File: src/design/hcbd_pkg.sv
// Shared types, codes and character helpers for the chunked body decoder.
// No dependencies; every other design file takes names from here by scope.
`default_nettype none

package hcbd_pkg;

  localparam int unsigned BYTE_W        = 8;
  localparam int unsigned STATUS_W      = 2;
  localparam int unsigned SIZE_BITS_DEF = 32;

  localparam logic [STATUS_W-1:0] STATUS_BUSY      = 2'd0;
  localparam logic [STATUS_W-1:0] STATUS_DONE      = 2'd1;
  localparam logic [STATUS_W-1:0] STATUS_MALFORMED = 2'd2;

  localparam logic [1:0] SKIP_CNT = 2'd2;

  localparam logic [BYTE_W-1:0] CHAR_CR    = 8'h0D;
  localparam logic [BYTE_W-1:0] CHAR_LF    = 8'h0A;
  localparam logic [BYTE_W-1:0] CHAR_TAB   = 8'h09;
  localparam logic [BYTE_W-1:0] CHAR_VT    = 8'h0B;
  localparam logic [BYTE_W-1:0] CHAR_FF    = 8'h0C;
  localparam logic [BYTE_W-1:0] CHAR_SPACE = 8'h20;
  localparam logic [BYTE_W-1:0] CHAR_PLUS  = 8'h2B;
  localparam logic [BYTE_W-1:0] CHAR_MINUS = 8'h2D;
  localparam logic [BYTE_W-1:0] CHAR_X_LC  = 8'h78;
  localparam logic [BYTE_W-1:0] CHAR_X_UC  = 8'h58;

  typedef enum logic [2:0] {
    PH_WS     = 3'd0,
    PH_SIGN   = 3'd1,
    PH_DIGITS = 3'd2,
    PH_IGNORE = 3'd3,
    PH_DATA   = 3'd4,
    PH_SKIP   = 3'd5,
    PH_DONE   = 3'd6,
    PH_ERROR  = 3'd7
  } phase_t;

  typedef struct packed {
    logic [BYTE_W-1:0] in_byte;
    logic              body_start;
  } item_t;

  typedef struct packed {
    logic [BYTE_W-1:0]   out_byte;
    logic                out_valid;
    logic                last_of_chunk;
    logic [STATUS_W-1:0] status;
  } res_t;

  function automatic logic is_hex(input logic [BYTE_W-1:0] c);
    return (c inside {[8'h30:8'h39], [8'h41:8'h46], [8'h61:8'h66]});
  endfunction

  // Value of a hex digit; only meaningful when is_hex() holds.
  function automatic logic [3:0] hex_val(input logic [BYTE_W-1:0] c);
    logic [BYTE_W-1:0] v;
    v = 8'h00;
    if (c inside {[8'h30:8'h39]}) begin
      v = c - 8'h30;
    end else if (c inside {[8'h41:8'h46]}) begin
      v = c - 8'h37;
    end else if (c inside {[8'h61:8'h66]}) begin
      v = c - 8'h57;
    end
    return v[3:0];
  endfunction

  function automatic logic is_space(input logic [BYTE_W-1:0] c);
    return (c inside {CHAR_SPACE, CHAR_TAB, CHAR_LF, CHAR_VT, CHAR_FF, CHAR_CR});
  endfunction

endpackage

`default_nettype wire

File: src/design/hcbd_in_if.sv
// Input channel: raw body bytes with a body-start marker.
// Depends on hcbd_pkg for field widths.
`default_nettype none

interface hcbd_in_if;
  logic                             valid;
  logic                             ready;
  logic [hcbd_pkg::BYTE_W-1:0]      in_byte;
  logic                             body_start;

  modport source (output valid, output in_byte, output body_start, input ready);
  modport sink   (input valid, input in_byte, input body_start, output ready);
endinterface

`default_nettype wire

File: src/design/hcbd_out_if.sv
// Result channel: one result per input byte (payload byte, flags, status).
// Depends on hcbd_pkg for field widths.
`default_nettype none

interface hcbd_out_if;
  logic                             valid;
  logic                             ready;
  logic [hcbd_pkg::BYTE_W-1:0]      out_byte;
  logic                             out_valid;
  logic                             last_of_chunk;
  logic [hcbd_pkg::STATUS_W-1:0]    status;

  modport source (output valid, output out_byte, output out_valid, output last_of_chunk,
                  output status, input ready);
  modport sink   (input valid, input out_byte, input out_valid, input last_of_chunk,
                  input status, output ready);
endinterface

`default_nettype wire

File: src/design/hcbd_in_stage.sv
// Input register stage: captures one request from the input channel.
// Depends on hcbd_pkg and hcbd_in_if.
`default_nettype none

module hcbd_in_stage (
  input  wire logic            clk,
  input  wire logic            rst_n,
  hcbd_in_if.sink              in_ch,
  input  wire logic            take,    // downstream consumes the held item this cycle
  output hcbd_pkg::item_t      item,
  output logic                 item_valid
);

  logic            valid_r;
  hcbd_pkg::item_t item_r;

  assign in_ch.ready = !valid_r || take;
  assign item        = item_r;
  assign item_valid  = valid_r;

  always_ff @(posedge clk) begin
    if (!rst_n) begin
      valid_r <= 1'b0;
    end else if (in_ch.ready) begin
      valid_r <= in_ch.valid;
    end
  end

  always_ff @(posedge clk) begin
    if (in_ch.valid && in_ch.ready) begin
      item_r.in_byte    <= in_ch.in_byte;
      item_r.body_start <= in_ch.body_start;
    end
  end

endmodule

`default_nettype wire

File: src/design/hcbd_parse.sv
// Chunk decode state machine: size line parsing, payload count, trailing skip.
// Depends on hcbd_pkg. State advances once per consumed request.
`default_nettype none

module hcbd_parse #(
  parameter int unsigned SIZE_BITS = hcbd_pkg::SIZE_BITS_DEF
) (
  input  wire logic             clk,
  input  wire logic             rst_n,
  input  wire logic             adv,
  input  wire hcbd_pkg::item_t  item,
  output hcbd_pkg::res_t        res
);

  hcbd_pkg::phase_t     phase_r, phase_nxt, b_phase;
  logic                 cr_r, cr_nxt, b_cr;
  logic [SIZE_BITS-1:0] acc_r, acc_nxt, b_acc;
  logic                 neg_r, neg_nxt, b_neg;
  logic                 lz_r, lz_nxt, b_lz;
  logic [SIZE_BITS-1:0] left_r, left_nxt, b_left;
  logic [1:0]           skip_r, skip_nxt, b_skip;

  logic [hcbd_pkg::BYTE_W-1:0] c;
  logic                 dig_ok;
  logic [3:0]           dig;
  logic                 ovf;
  logic [SIZE_BITS-1:0] acc_sh;
  logic [SIZE_BITS-1:0] left_dec;
  logic [1:0]           skip_dec;
  logic                 take_digit;

  // body_start restarts the decoder before this byte is handled
  always_comb begin
    if (item.body_start) begin
      b_phase = hcbd_pkg::PH_WS;
      b_cr    = 1'b0;
      b_acc   = '0;
      b_neg   = 1'b0;
      b_lz    = 1'b0;
      b_left  = '0;
      b_skip  = '0;
    end else begin
      b_phase = phase_r;
      b_cr    = cr_r;
      b_acc   = acc_r;
      b_neg   = neg_r;
      b_lz    = lz_r;
      b_left  = left_r;
      b_skip  = skip_r;
    end
  end

  assign c      = item.in_byte;
  assign dig_ok = hcbd_pkg::is_hex(c);
  assign dig    = hcbd_pkg::hex_val(c);
  // another digit overflows exactly when the top nibble is already in use
  assign ovf    = |b_acc[SIZE_BITS-1 -: 4];
  assign acc_sh = {b_acc[SIZE_BITS-5:0], dig};
  assign left_dec = (b_left != '0) ? (b_left - {{(SIZE_BITS-1){1'b0}}, 1'b1}) : b_left;
  assign skip_dec = (b_skip != '0) ? (b_skip - 2'd1) : b_skip;

  // next state
  always_comb begin
    phase_nxt  = b_phase;
    cr_nxt     = b_cr;
    acc_nxt    = b_acc;
    neg_nxt    = b_neg;
    lz_nxt     = b_lz;
    left_nxt   = b_left;
    skip_nxt   = b_skip;
    take_digit = 1'b0;
    case (b_phase)
      hcbd_pkg::PH_WS, hcbd_pkg::PH_SIGN, hcbd_pkg::PH_DIGITS, hcbd_pkg::PH_IGNORE: begin
        if (b_cr && (c == hcbd_pkg::CHAR_LF)) begin
          if (b_acc == '0) begin
            phase_nxt = hcbd_pkg::PH_DONE;
          end else begin
            left_nxt  = b_acc;
            phase_nxt = hcbd_pkg::PH_DATA;
          end
          cr_nxt = 1'b0;
        end else begin
          case (b_phase)
            hcbd_pkg::PH_WS: begin
              if (hcbd_pkg::is_space(c)) begin
                phase_nxt = hcbd_pkg::PH_WS;
              end else if (c == hcbd_pkg::CHAR_PLUS || c == hcbd_pkg::CHAR_MINUS) begin
                neg_nxt   = (c == hcbd_pkg::CHAR_MINUS);
                phase_nxt = hcbd_pkg::PH_SIGN;
              end else if (dig_ok) begin
                phase_nxt  = hcbd_pkg::PH_DIGITS;
                lz_nxt     = (dig == 4'd0);
                take_digit = 1'b1;
              end else begin
                phase_nxt = hcbd_pkg::PH_IGNORE;
              end
            end
            hcbd_pkg::PH_SIGN: begin
              if (dig_ok) begin
                phase_nxt  = hcbd_pkg::PH_DIGITS;
                lz_nxt     = (dig == 4'd0);
                take_digit = 1'b1;
              end else begin
                phase_nxt = hcbd_pkg::PH_IGNORE;
              end
            end
            hcbd_pkg::PH_DIGITS: begin
              if (dig_ok) begin
                lz_nxt     = 1'b0;
                take_digit = 1'b1;
              end else if ((c == hcbd_pkg::CHAR_X_LC || c == hcbd_pkg::CHAR_X_UC) && b_lz) begin
                lz_nxt = 1'b0;   // "0x" prefix
              end else begin
                phase_nxt = hcbd_pkg::PH_IGNORE;
              end
            end
            default: begin
            end
          endcase
          if (take_digit) begin
            if (ovf) begin
              phase_nxt = hcbd_pkg::PH_ERROR;
            end else begin
              acc_nxt = acc_sh;
              if (b_neg && (acc_sh != '0)) begin
                phase_nxt = hcbd_pkg::PH_ERROR;
              end
            end
          end
          if (phase_nxt != hcbd_pkg::PH_ERROR) begin
            cr_nxt = (c == hcbd_pkg::CHAR_CR);
          end
        end
      end
      hcbd_pkg::PH_DATA: begin
        left_nxt = left_dec;
        if (left_dec == '0) begin
          skip_nxt  = hcbd_pkg::SKIP_CNT;
          phase_nxt = hcbd_pkg::PH_SKIP;
        end
      end
      hcbd_pkg::PH_SKIP: begin
        skip_nxt = skip_dec;
        if (skip_dec == '0) begin
          phase_nxt = hcbd_pkg::PH_WS;
          cr_nxt    = 1'b0;
          acc_nxt   = '0;
          neg_nxt   = 1'b0;
          lz_nxt    = 1'b0;
        end
      end
      default: begin
      end
    endcase
  end

  // result for this byte
  always_comb begin
    res.out_valid     = (b_phase == hcbd_pkg::PH_DATA);
    res.out_byte      = res.out_valid ? c : '0;
    res.last_of_chunk = res.out_valid && (left_dec == '0);
    case (phase_nxt)
      hcbd_pkg::PH_DONE:  res.status = hcbd_pkg::STATUS_DONE;
      hcbd_pkg::PH_ERROR: res.status = hcbd_pkg::STATUS_MALFORMED;
      default:            res.status = hcbd_pkg::STATUS_BUSY;
    endcase
  end

  always_ff @(posedge clk) begin
    if (!rst_n) begin
      phase_r <= hcbd_pkg::PH_WS;
      cr_r    <= 1'b0;
      acc_r   <= '0;
      neg_r   <= 1'b0;
      lz_r    <= 1'b0;
      left_r  <= '0;
      skip_r  <= '0;
    end else if (adv) begin
      phase_r <= phase_nxt;
      cr_r    <= cr_nxt;
      acc_r   <= acc_nxt;
      neg_r   <= neg_nxt;
      lz_r    <= lz_nxt;
      left_r  <= left_nxt;
      skip_r  <= skip_nxt;
    end
  end

  a_last_goes_skip: assert property (@(posedge clk) disable iff (!rst_n)
    adv && res.last_of_chunk |=> phase_r == hcbd_pkg::PH_SKIP)
    else $error("last payload byte did not lead to the trailing skip");

  a_done_sticky: assert property (@(posedge clk) disable iff (!rst_n)
    adv && !item.body_start && phase_r == hcbd_pkg::PH_DONE |=> phase_r == hcbd_pkg::PH_DONE)
    else $error("completed body left the done phase without body_start");

  a_data_count: assert property (@(posedge clk) disable iff (!rst_n)
    phase_r == hcbd_pkg::PH_DATA |-> left_r != '0)
    else $error("payload phase with zero bytes left");

  a_skip_count: assert property (@(posedge clk) disable iff (!rst_n)
    phase_r == hcbd_pkg::PH_SKIP |-> skip_r != '0)
    else $error("skip phase with zero bytes left to skip");

endmodule

`default_nettype wire

File: src/design/hcbd_out_stage.sv
// Result register stage: holds one result until the result channel takes it.
// Depends on hcbd_pkg and hcbd_out_if.
`default_nettype none

module hcbd_out_stage (
  input  wire logic            clk,
  input  wire logic            rst_n,
  input  wire logic            up_valid,
  input  wire hcbd_pkg::res_t  res,
  output logic                 up_ready,
  hcbd_out_if.source           out_ch
);

  logic           valid_r;
  hcbd_pkg::res_t res_r;

  assign up_ready             = !valid_r || out_ch.ready;
  assign out_ch.valid         = valid_r;
  assign out_ch.out_byte      = res_r.out_byte;
  assign out_ch.out_valid     = res_r.out_valid;
  assign out_ch.last_of_chunk = res_r.last_of_chunk;
  assign out_ch.status        = res_r.status;

  always_ff @(posedge clk) begin
    if (!rst_n) begin
      valid_r <= 1'b0;
    end else if (up_ready) begin
      valid_r <= up_valid;
    end
  end

  always_ff @(posedge clk) begin
    if (up_valid && up_ready) begin
      res_r <= res;
    end
  end

endmodule

`default_nettype wire

File: src/design/http_chunked_body_decoder.sv
// Top level of the HTTP/1.1 chunked body decoder.
// Depends on hcbd_pkg, hcbd_in_if, hcbd_out_if, hcbd_in_stage, hcbd_parse, hcbd_out_stage.
//
//   channel  dir  handshake     payload
//   in_ch    in   valid/ready   in_byte[7:0], body_start
//   out_ch   out  valid/ready   out_byte[7:0], out_valid, last_of_chunk, status[1:0]
//
// One result per input byte; one byte accepted per cycle when the output is drained.
// Each byte passes the input register, then decode logic into the result register.
// The decode state machine advances when a byte moves from input to result register.
// rst_n is synchronous; it empties both registers and returns to size-line parsing.
// A stalled output holds its result; the input keeps taking one more byte behind it.
`default_nettype none

module http_chunked_body_decoder #(
  parameter int unsigned SIZE_BITS = hcbd_pkg::SIZE_BITS_DEF
) (
  input  wire logic   clk,
  input  wire logic   rst_n,
  hcbd_in_if.sink     in_ch,
  hcbd_out_if.source  out_ch
);

  hcbd_pkg::item_t item;
  logic            item_valid;
  hcbd_pkg::res_t  res;
  logic            up_ready;
  logic            adv;

  assign adv = item_valid && up_ready;

  hcbd_in_stage u_in (
    .clk        (clk),
    .rst_n      (rst_n),
    .in_ch      (in_ch),
    .take       (adv),
    .item       (item),
    .item_valid (item_valid)
  );

  hcbd_parse #(
    .SIZE_BITS (SIZE_BITS)
  ) u_parse (
    .clk   (clk),
    .rst_n (rst_n),
    .adv   (adv),
    .item  (item),
    .res   (res)
  );

  hcbd_out_stage u_out (
    .clk      (clk),
    .rst_n    (rst_n),
    .up_valid (item_valid),
    .res      (res),
    .up_ready (up_ready),
    .out_ch   (out_ch)
  );

endmodule

`default_nettype wire

File: src/flat_wrapper.sv
// flat-port wrapper written by rule: the top's interface ports become plain ports
module http_chunked_body_decoder_flat 
#(
  parameter int unsigned SIZE_BITS = hcbd_pkg::SIZE_BITS_DEF
)
  (clk, rst_n, in_ch_valid, in_ch_in_byte, in_ch_body_start, in_ch_ready, out_ch_valid, out_ch_out_byte, out_ch_out_valid, out_ch_last_of_chunk, out_ch_status, out_ch_ready);
  hcbd_in_if in_ch_i ();
  hcbd_out_if out_ch_i ();
  input  wire logic clk;
  input  wire logic rst_n;
  input wire logic [$bits(in_ch_i.valid)-1:0] in_ch_valid;
  input wire logic [$bits(in_ch_i.in_byte)-1:0] in_ch_in_byte;
  input wire logic [$bits(in_ch_i.body_start)-1:0] in_ch_body_start;
  output wire logic [$bits(in_ch_i.ready)-1:0] in_ch_ready;
  output wire logic [$bits(out_ch_i.valid)-1:0] out_ch_valid;
  output wire logic [$bits(out_ch_i.out_byte)-1:0] out_ch_out_byte;
  output wire logic [$bits(out_ch_i.out_valid)-1:0] out_ch_out_valid;
  output wire logic [$bits(out_ch_i.last_of_chunk)-1:0] out_ch_last_of_chunk;
  output wire logic [$bits(out_ch_i.status)-1:0] out_ch_status;
  input wire logic [$bits(out_ch_i.ready)-1:0] out_ch_ready;
  assign in_ch_i.valid = in_ch_valid;
  assign in_ch_i.in_byte = in_ch_in_byte;
  assign in_ch_i.body_start = in_ch_body_start;
  assign in_ch_ready = in_ch_i.ready;
  assign out_ch_valid = out_ch_i.valid;
  assign out_ch_out_byte = out_ch_i.out_byte;
  assign out_ch_out_valid = out_ch_i.out_valid;
  assign out_ch_last_of_chunk = out_ch_i.last_of_chunk;
  assign out_ch_status = out_ch_i.status;
  assign out_ch_i.ready = out_ch_ready;
  http_chunked_body_decoder #(.SIZE_BITS(SIZE_BITS)) u_core (.clk(clk), .rst_n(rst_n), .in_ch(in_ch_i), .out_ch(out_ch_i));
endmodule
File: config.mk
export PLATFORM = sky130hd
export DESIGN_NAME = http_chunked_body_decoder_flat
export DESIGN_NICKNAME = d
export VERILOG_FILES = /design/src/design/hcbd_pkg.sv /design/src/design/hcbd_in_if.sv /design/src/design/hcbd_out_if.sv /design/src/design/hcbd_in_stage.sv /design/src/design/hcbd_parse.sv /design/src/design/hcbd_out_stage.sv /design/src/design/http_chunked_body_decoder.sv /design/src/flat_wrapper.sv
export SDC_FILE = /design/constraint.sdc
export NUM_CORES = 1
export LEC_CHECK = 0
export BUFFER_PORTS_ARGS = -buffer_cell sky130_fd_sc_hd__buf_4
export CORE_MARGIN = 2
export CORE_UTILIZATION = 55
export DETAILED_ROUTE_END_ITERATION = 10
export PLACE_DENSITY = 0.72
export SYNTH_ARGS = -nofsm -noshare
export SYNTH_HDL_FRONTEND = slang
export SYNTH_HIERARCHICAL = 1
export SYNTH_SLANG_ARGS = --single-unit
File: constraint.sdc
create_clock -name clk -period 9.4 [get_ports clk]
set_input_delay 1.88 -clock clk [delete_from_list [all_inputs] [get_ports clk]]
set_output_delay 1.88 -clock clk [all_outputs]
set_load 0.02 [all_outputs]
Yosys cells after proc, flatten, opt, wreduce, memory -nomap -nowiden
Index checks and enable logic that the tools add are counted.

storage, ports and cells
  input port bits = 13
  output and inout port bits = 14
  memory bits (writable) = 0
  flip-flop bits (word level) = 95
  memories kept = 0
  latch bits = 0
  bits in read-only memories = 0
  logic and storage cells = 136

cells by class
  multipliers = 0
  shifts and indexed selects = 0
  equal/unequal tests = 18
  bitwise operators = 0
  add/subtract/negate cells = 5
  order comparisons = 6
  div/mod/pow operators = 0
  reductions and logical operators = 28
  mux-type cells = 64

operator list
  cell                     number
  $mux W32                 9
  $pmux W32 S2             2
  $logic_not A32 Y1        2
  $reduce_bool A32 Y1      2
  $eq A8 B4 Y1 const B     5
  $mux W3                  11
  $sub A32 B1 Y32 const B  1
  $eq A8 B6 Y1 const B     3
  $mux W1                  24
  $pmux W3 S3              2
  $eq A8 B7 Y1 const B     2
  $ge A8 B7 Y1 const B     2
  $le A8 B7 Y1 const B     2
  $eq A3 B3 Y1 const B     4
  $mux W2                  6
  $mux W4                  3
  $logic_and A1 B1 Y1      9
  $ge A8 B6 Y1 const B     1
  $le A8 B6 Y1 const B     1
  $pmux W1 S2              4
  $pmux W2 S2              2
  $reduce_or A4 Y1         2
  $sub A4 B3 Y4 const B    2
  $eq A3 B2 Y1 const B     2
  other kinds (14)         18

Logic depth before layout (Yosys ltp)
  word-level depth = 16
  depth in mapped cells = 16
  depth with buffers taken out = 11

By module
The synthesis kept the hierarchy.

by module, submodules not included
  module                     times used  area an instance (um^2)  cells each  sequential area each (um^2)
  hcbd_parse                 1           5661.7                   750         1441.4
  hcbd_out_stage             1           417.9                    17          380.4
  hcbd_in_stage              1           327.8                    14          290.3
  http_chunked_body_decoder  1           6.3                      1           0.0

Worst setup path after synthesis
Ideal clock, no wire load.

  kind = input port to output port
  start = in out_ch_ready
  end = out in_ch_ready
  setup slack = 5.184 ns
  data required time = 7.520 ns
  cell stages on the path = 3
  path buffers = 0
  data arrival time = 2.336 ns
  path through = nand2b_4 -> and2_1 -> nand2b_4

on the way
  word-level cells in the longest chain between the ends = 3

ends and longest elaborated chain
  item                 line                             RTL
  start, declared      flat_wrapper.sv:20               input wire logic [$bits(out_ch_i.ready)-1:0] out_ch_ready;
  $logic_or A1 B1 Y1   hcbd_out_stage.sv:17             assign up_ready = !valid_r || out_ch.ready;
  $logic_and A1 B1 Y1  http_chunked_body_decoder.sv:30  assign adv = item_valid && up_ready;
  net u_core.adv       http_chunked_body_decoder.sv:28  logic adv;
  $logic_or A1 B1 Y1   hcbd_in_stage.sv:17              assign in_ch.ready = !valid_r || take;
  end, declared        flat_wrapper.sv:14               output wire logic [$bits(in_ch_i.ready)-1:0] in_ch_ready;

The timed path passes the listed nets, and every way through them passes these cells.

Worst setup path in the final report
  start = in out_ch_ready
  end = out in_ch_ready

on the way
  word-level cells in the longest chain between the ends = 3

ends and longest elaborated chain
  item                 line                             RTL
  $logic_or A1 B1 Y1   hcbd_out_stage.sv:17
  net u_core.up_ready  http_chunked_body_decoder.sv:27  logic up_ready;
  $logic_and A1 B1 Y1  http_chunked_body_decoder.sv:30
  net u_core.adv       http_chunked_body_decoder.sv:28
  $logic_or A1 B1 Y1   hcbd_in_stage.sv:17

The timed path passes the listed nets, and every way through them passes these cells.

==> results.md <==
- CTS resizes: 0
- Sequential share of the synthesized area: between 30% and 40%
- Fin util: 60.5%
- Top cells by area, synth: dfxtp_1, edfxtp_1, nor2b_1
- Cell variety after synth: 84
- Critical-path top delay cell: buf_4
- Cts bufs inserted: 9
- Core outline area: 0.0114 mm2
- Post-Synthesis Cells: 782
- Synth top cells by count: dfxtp_1, nand2_1, nor2b_1, o21ai_0, nor2_1
- Overall Global Routing Usage: ~33%
- R2R cell count: 11
- Final-report hold violation count: 0
- Layout area overhead: 7.67%
- Final Net Count: 786
- Worst Hold Path Cells: 2
- Hold path endpoint: u_core/u_parse/neg_r$_SDFFE_PN0P_
- Min-Delay Startpoint: u_core/u_parse/neg_r$_SDFFE_PN0P_
- Syn Area/Cell: 8.20 um2
- Worst relative slew slack: 13.6%
- Post-synthesis register bit count: 95
- CTS clk-pin slew, worst paths: around 0.070 ns
- Max Clock Skew: about 0.013 ns
- First-pass GRT wire length: around 32000 um
- Post-Layout Cell Count: 914
- Tcrit/Tclk final: 53.2%
- # setup viols final: 0
- CTS HTree Levels: 3
- CP most frequent cell: buf_4
- Cell Chain, Critical Path: buf_4 > nand2b_4 > and2_2 > buf_4 > nand2b_4 > buf_4
- Clock tree buffer depth: 2
- Most common cell in the netlist: dfxtp_1
- Minimum clock period: 5.00 ns
- Final hold slack: 0.502 ns
- GRT Residual Overflow: 0
- Status: completed
- Syn Nets: 802
- Pwr Density: about 160 mW/mm2
- Pin count of the biggest net entering global routing: 77
- Detailed Route Iter0 Violations: 944
- Post-synth top area share: 23.1%
- CP top delay family: buffers and inverters
- Max-slew violations: 0
- R2R Path Start: u_core/u_in/item[0]$_DFFE_PP_
- Main synth FF type: dfxtp_1
- CP max stage delay: 0.51 ns
- Diode count: 0
- Total die area: 0.0125 mm2
- Port buffer count: 26
- Worst slew pin tran: 1.29 ns
- Routed WL: 20600 um
- Clk_lat worst skew: 0.36 ns
- Initial core utilization: roughly 56%
- Detail Route Antenna Nets: 0
- VDD IR max: 0.149 mV
- # Post-CTS Setup Buffers: 0
- Chip Width: 112 um
- Critical path fanouts, max: 66
- CP arrival: between 3 and 4 ns
- Max Clock Freq: 200 MHz
- Height of the die: 112 um
- Cts hold-fix bufs: 0
- CP bufs+invs: 3
- Post-DR vias/cell: 7.08
- HPWL after detailed placement: roughly 14000 um
- Ys async rst share: 0%
- Vias in the first global route: 5677
- Setup TNS: 0 ns
- CP Capture Type: primary output
- Root Buffer: clkbuf_16
- Netlist area before placement: about 0.0064 mm2
- WL/cell: roughly 22 um
- R2R Setup Slk: 5.16 ns
- Row cnt: 39
- Maxcap violations: 0
- Post-synth EDFFs: 21
- Total leakage power: 2.31 nW
- Layout cell share with drive strength beyond 1: 11.3%
- Worst min path class: register to register
- Setup WS pre-CTS: 4.38 ns
- Setup crit start kind: input port
- Vias: 6470
- Yosys top cell by area: dfxtp_1
- Worst path required time: 7.52 ns
- PnR worst setup slack: around 4.4 ns
- Cells after DPL: 898
- Filler cells: 1025
- RSZ-0062 raised after global routing: no
- Clk sinks: 95
- CP Class: input port to primary output
- DRC Markers: 0
- Yosys Warn Count: 6
- I/O pins: 27
- Initial antenna violation count: 0
- Gpl congestion: roughly 0.99
- FF-to-FF End: u_core/u_parse/skip_r[0]$_SDFFE_PN0P_
- Pre-antenna DRT Iters: 6
- CTS tree: built
## sequential cells by signal (all words and copies together), names as in the netlist
signal,cells
u_core/u_out/out_ch.out_valid,1
u_core/u_parse/neg_r,1
u_core/u_parse/left_r,32
u_core/u_out/out_ch.last_of_chunk,1
u_core/u_in/item_valid,1
u_core/u_out/out_ch.status,2
u_core/u_parse/lz_r,1
u_core/u_in/item,9
u_core/u_parse/skip_r,2
u_core/u_out/out_ch.valid,1
u_core/u_parse/phase_r,3
u_core/u_parse/acc_r,32
u_core/u_parse/cr_r,1
u_core/u_out/out_ch.out_byte,8
## layer usage
metal / GRT usage [%] / vias to the layer above / wire, um
met1: 47.4 / 3091 / 9120
met3: 7.29 / 60 / 1920
met4: 14.4 / 0 / 657
met2: 46.1 / 381 / 8860
li1: - / 2938 / -
met5: 0 / - / 0
## worst reg2reg max path, cell delays in order, from the launching register on
cell      delay, ns
edfxtp_1       0.33
buf_4          0.29
inv_1          0.20
nand2_1        0.18
ha_1           0.33
clkinv_1       0.29
nor4_2         1.10
o21ai_0        0.25
a21o_1         0.27
nor4_2         0.37
nand4_1        0.23
a32o_1         0.30
## cell type report
type / instances / area [um2] / area share [%]
Clock buffer: 9 / 225 / 3.26
Clock inverter: 7 / 77.6 / 1.12
Inverter: 16 / 60.1 / 0.870
Multi-Input combinational cell: 609 / 3990 / 57.8
Sequential cell: 95 / 2110 / 30.6
Tap cell: 143 / 179 / 2.59
Timing Repair Buffer: 35 / 263 / 3.81
## how the worst max path moves through the flow
stage                     cells after the start    startpoint  slack, ns           to
final                                         6  out_ch_ready       4.40  in_ch_ready
after global routing                          6  out_ch_ready       4.30  in_ch_ready
after CTS                                     6  out_ch_ready       4.38  in_ch_ready
after detailed placement                      6  out_ch_ready       4.38  in_ch_ready
after global placement                        6  out_ch_ready       4.40  in_ch_ready
after floorplan                               3  out_ch_ready       5.18  in_ch_ready
## metrics by stage
step	cell area (um2)	total power, mW
3_3_place_gp	6600	0.689
4_1_cts	6910	1.08
6_report	6910	1.08
3_5_place_dp	6600	0.692
2_1_floorplan	6410	0.628
5_1_grt	6910	1.12
## cells in the final DEF, fill, tap and decap left out, types with 21 or more instances in the layout
cell type	count
dfxtp_1	74
nand2_1	71
nor2b_1	60
o21ai_0	54
nor2_1	48
a22oi_1	43
a21oi_1	37
buf_4	35
edfxtp_1	21
## logic make-up after synthesis
| family | share of synthesized area [%] |
|---|---|
| buffers and inverters | 5.09 |
| adder cells (fa/ha/maj) | 1.37 |
| multiplexers | 2.38 |
| AO/OA/AOI/OAI | 29.0 |
| XOR/XNOR | 1.23 |
| AND/OR/NAND/NOR | 28.0 |
| flip-flops | 32.9 |
## power breakdown
| part | switching, mW | total (mW) | internal [mW] |
|---|---|---|---|
| combinational | 0.155 | 0.244 | 0.0886 |
| clock | 0.177 | 0.387 | 0.210 |
| sequential | 0.0199 | 0.449 | 0.429 |
(Power assumes the default switching activity.)
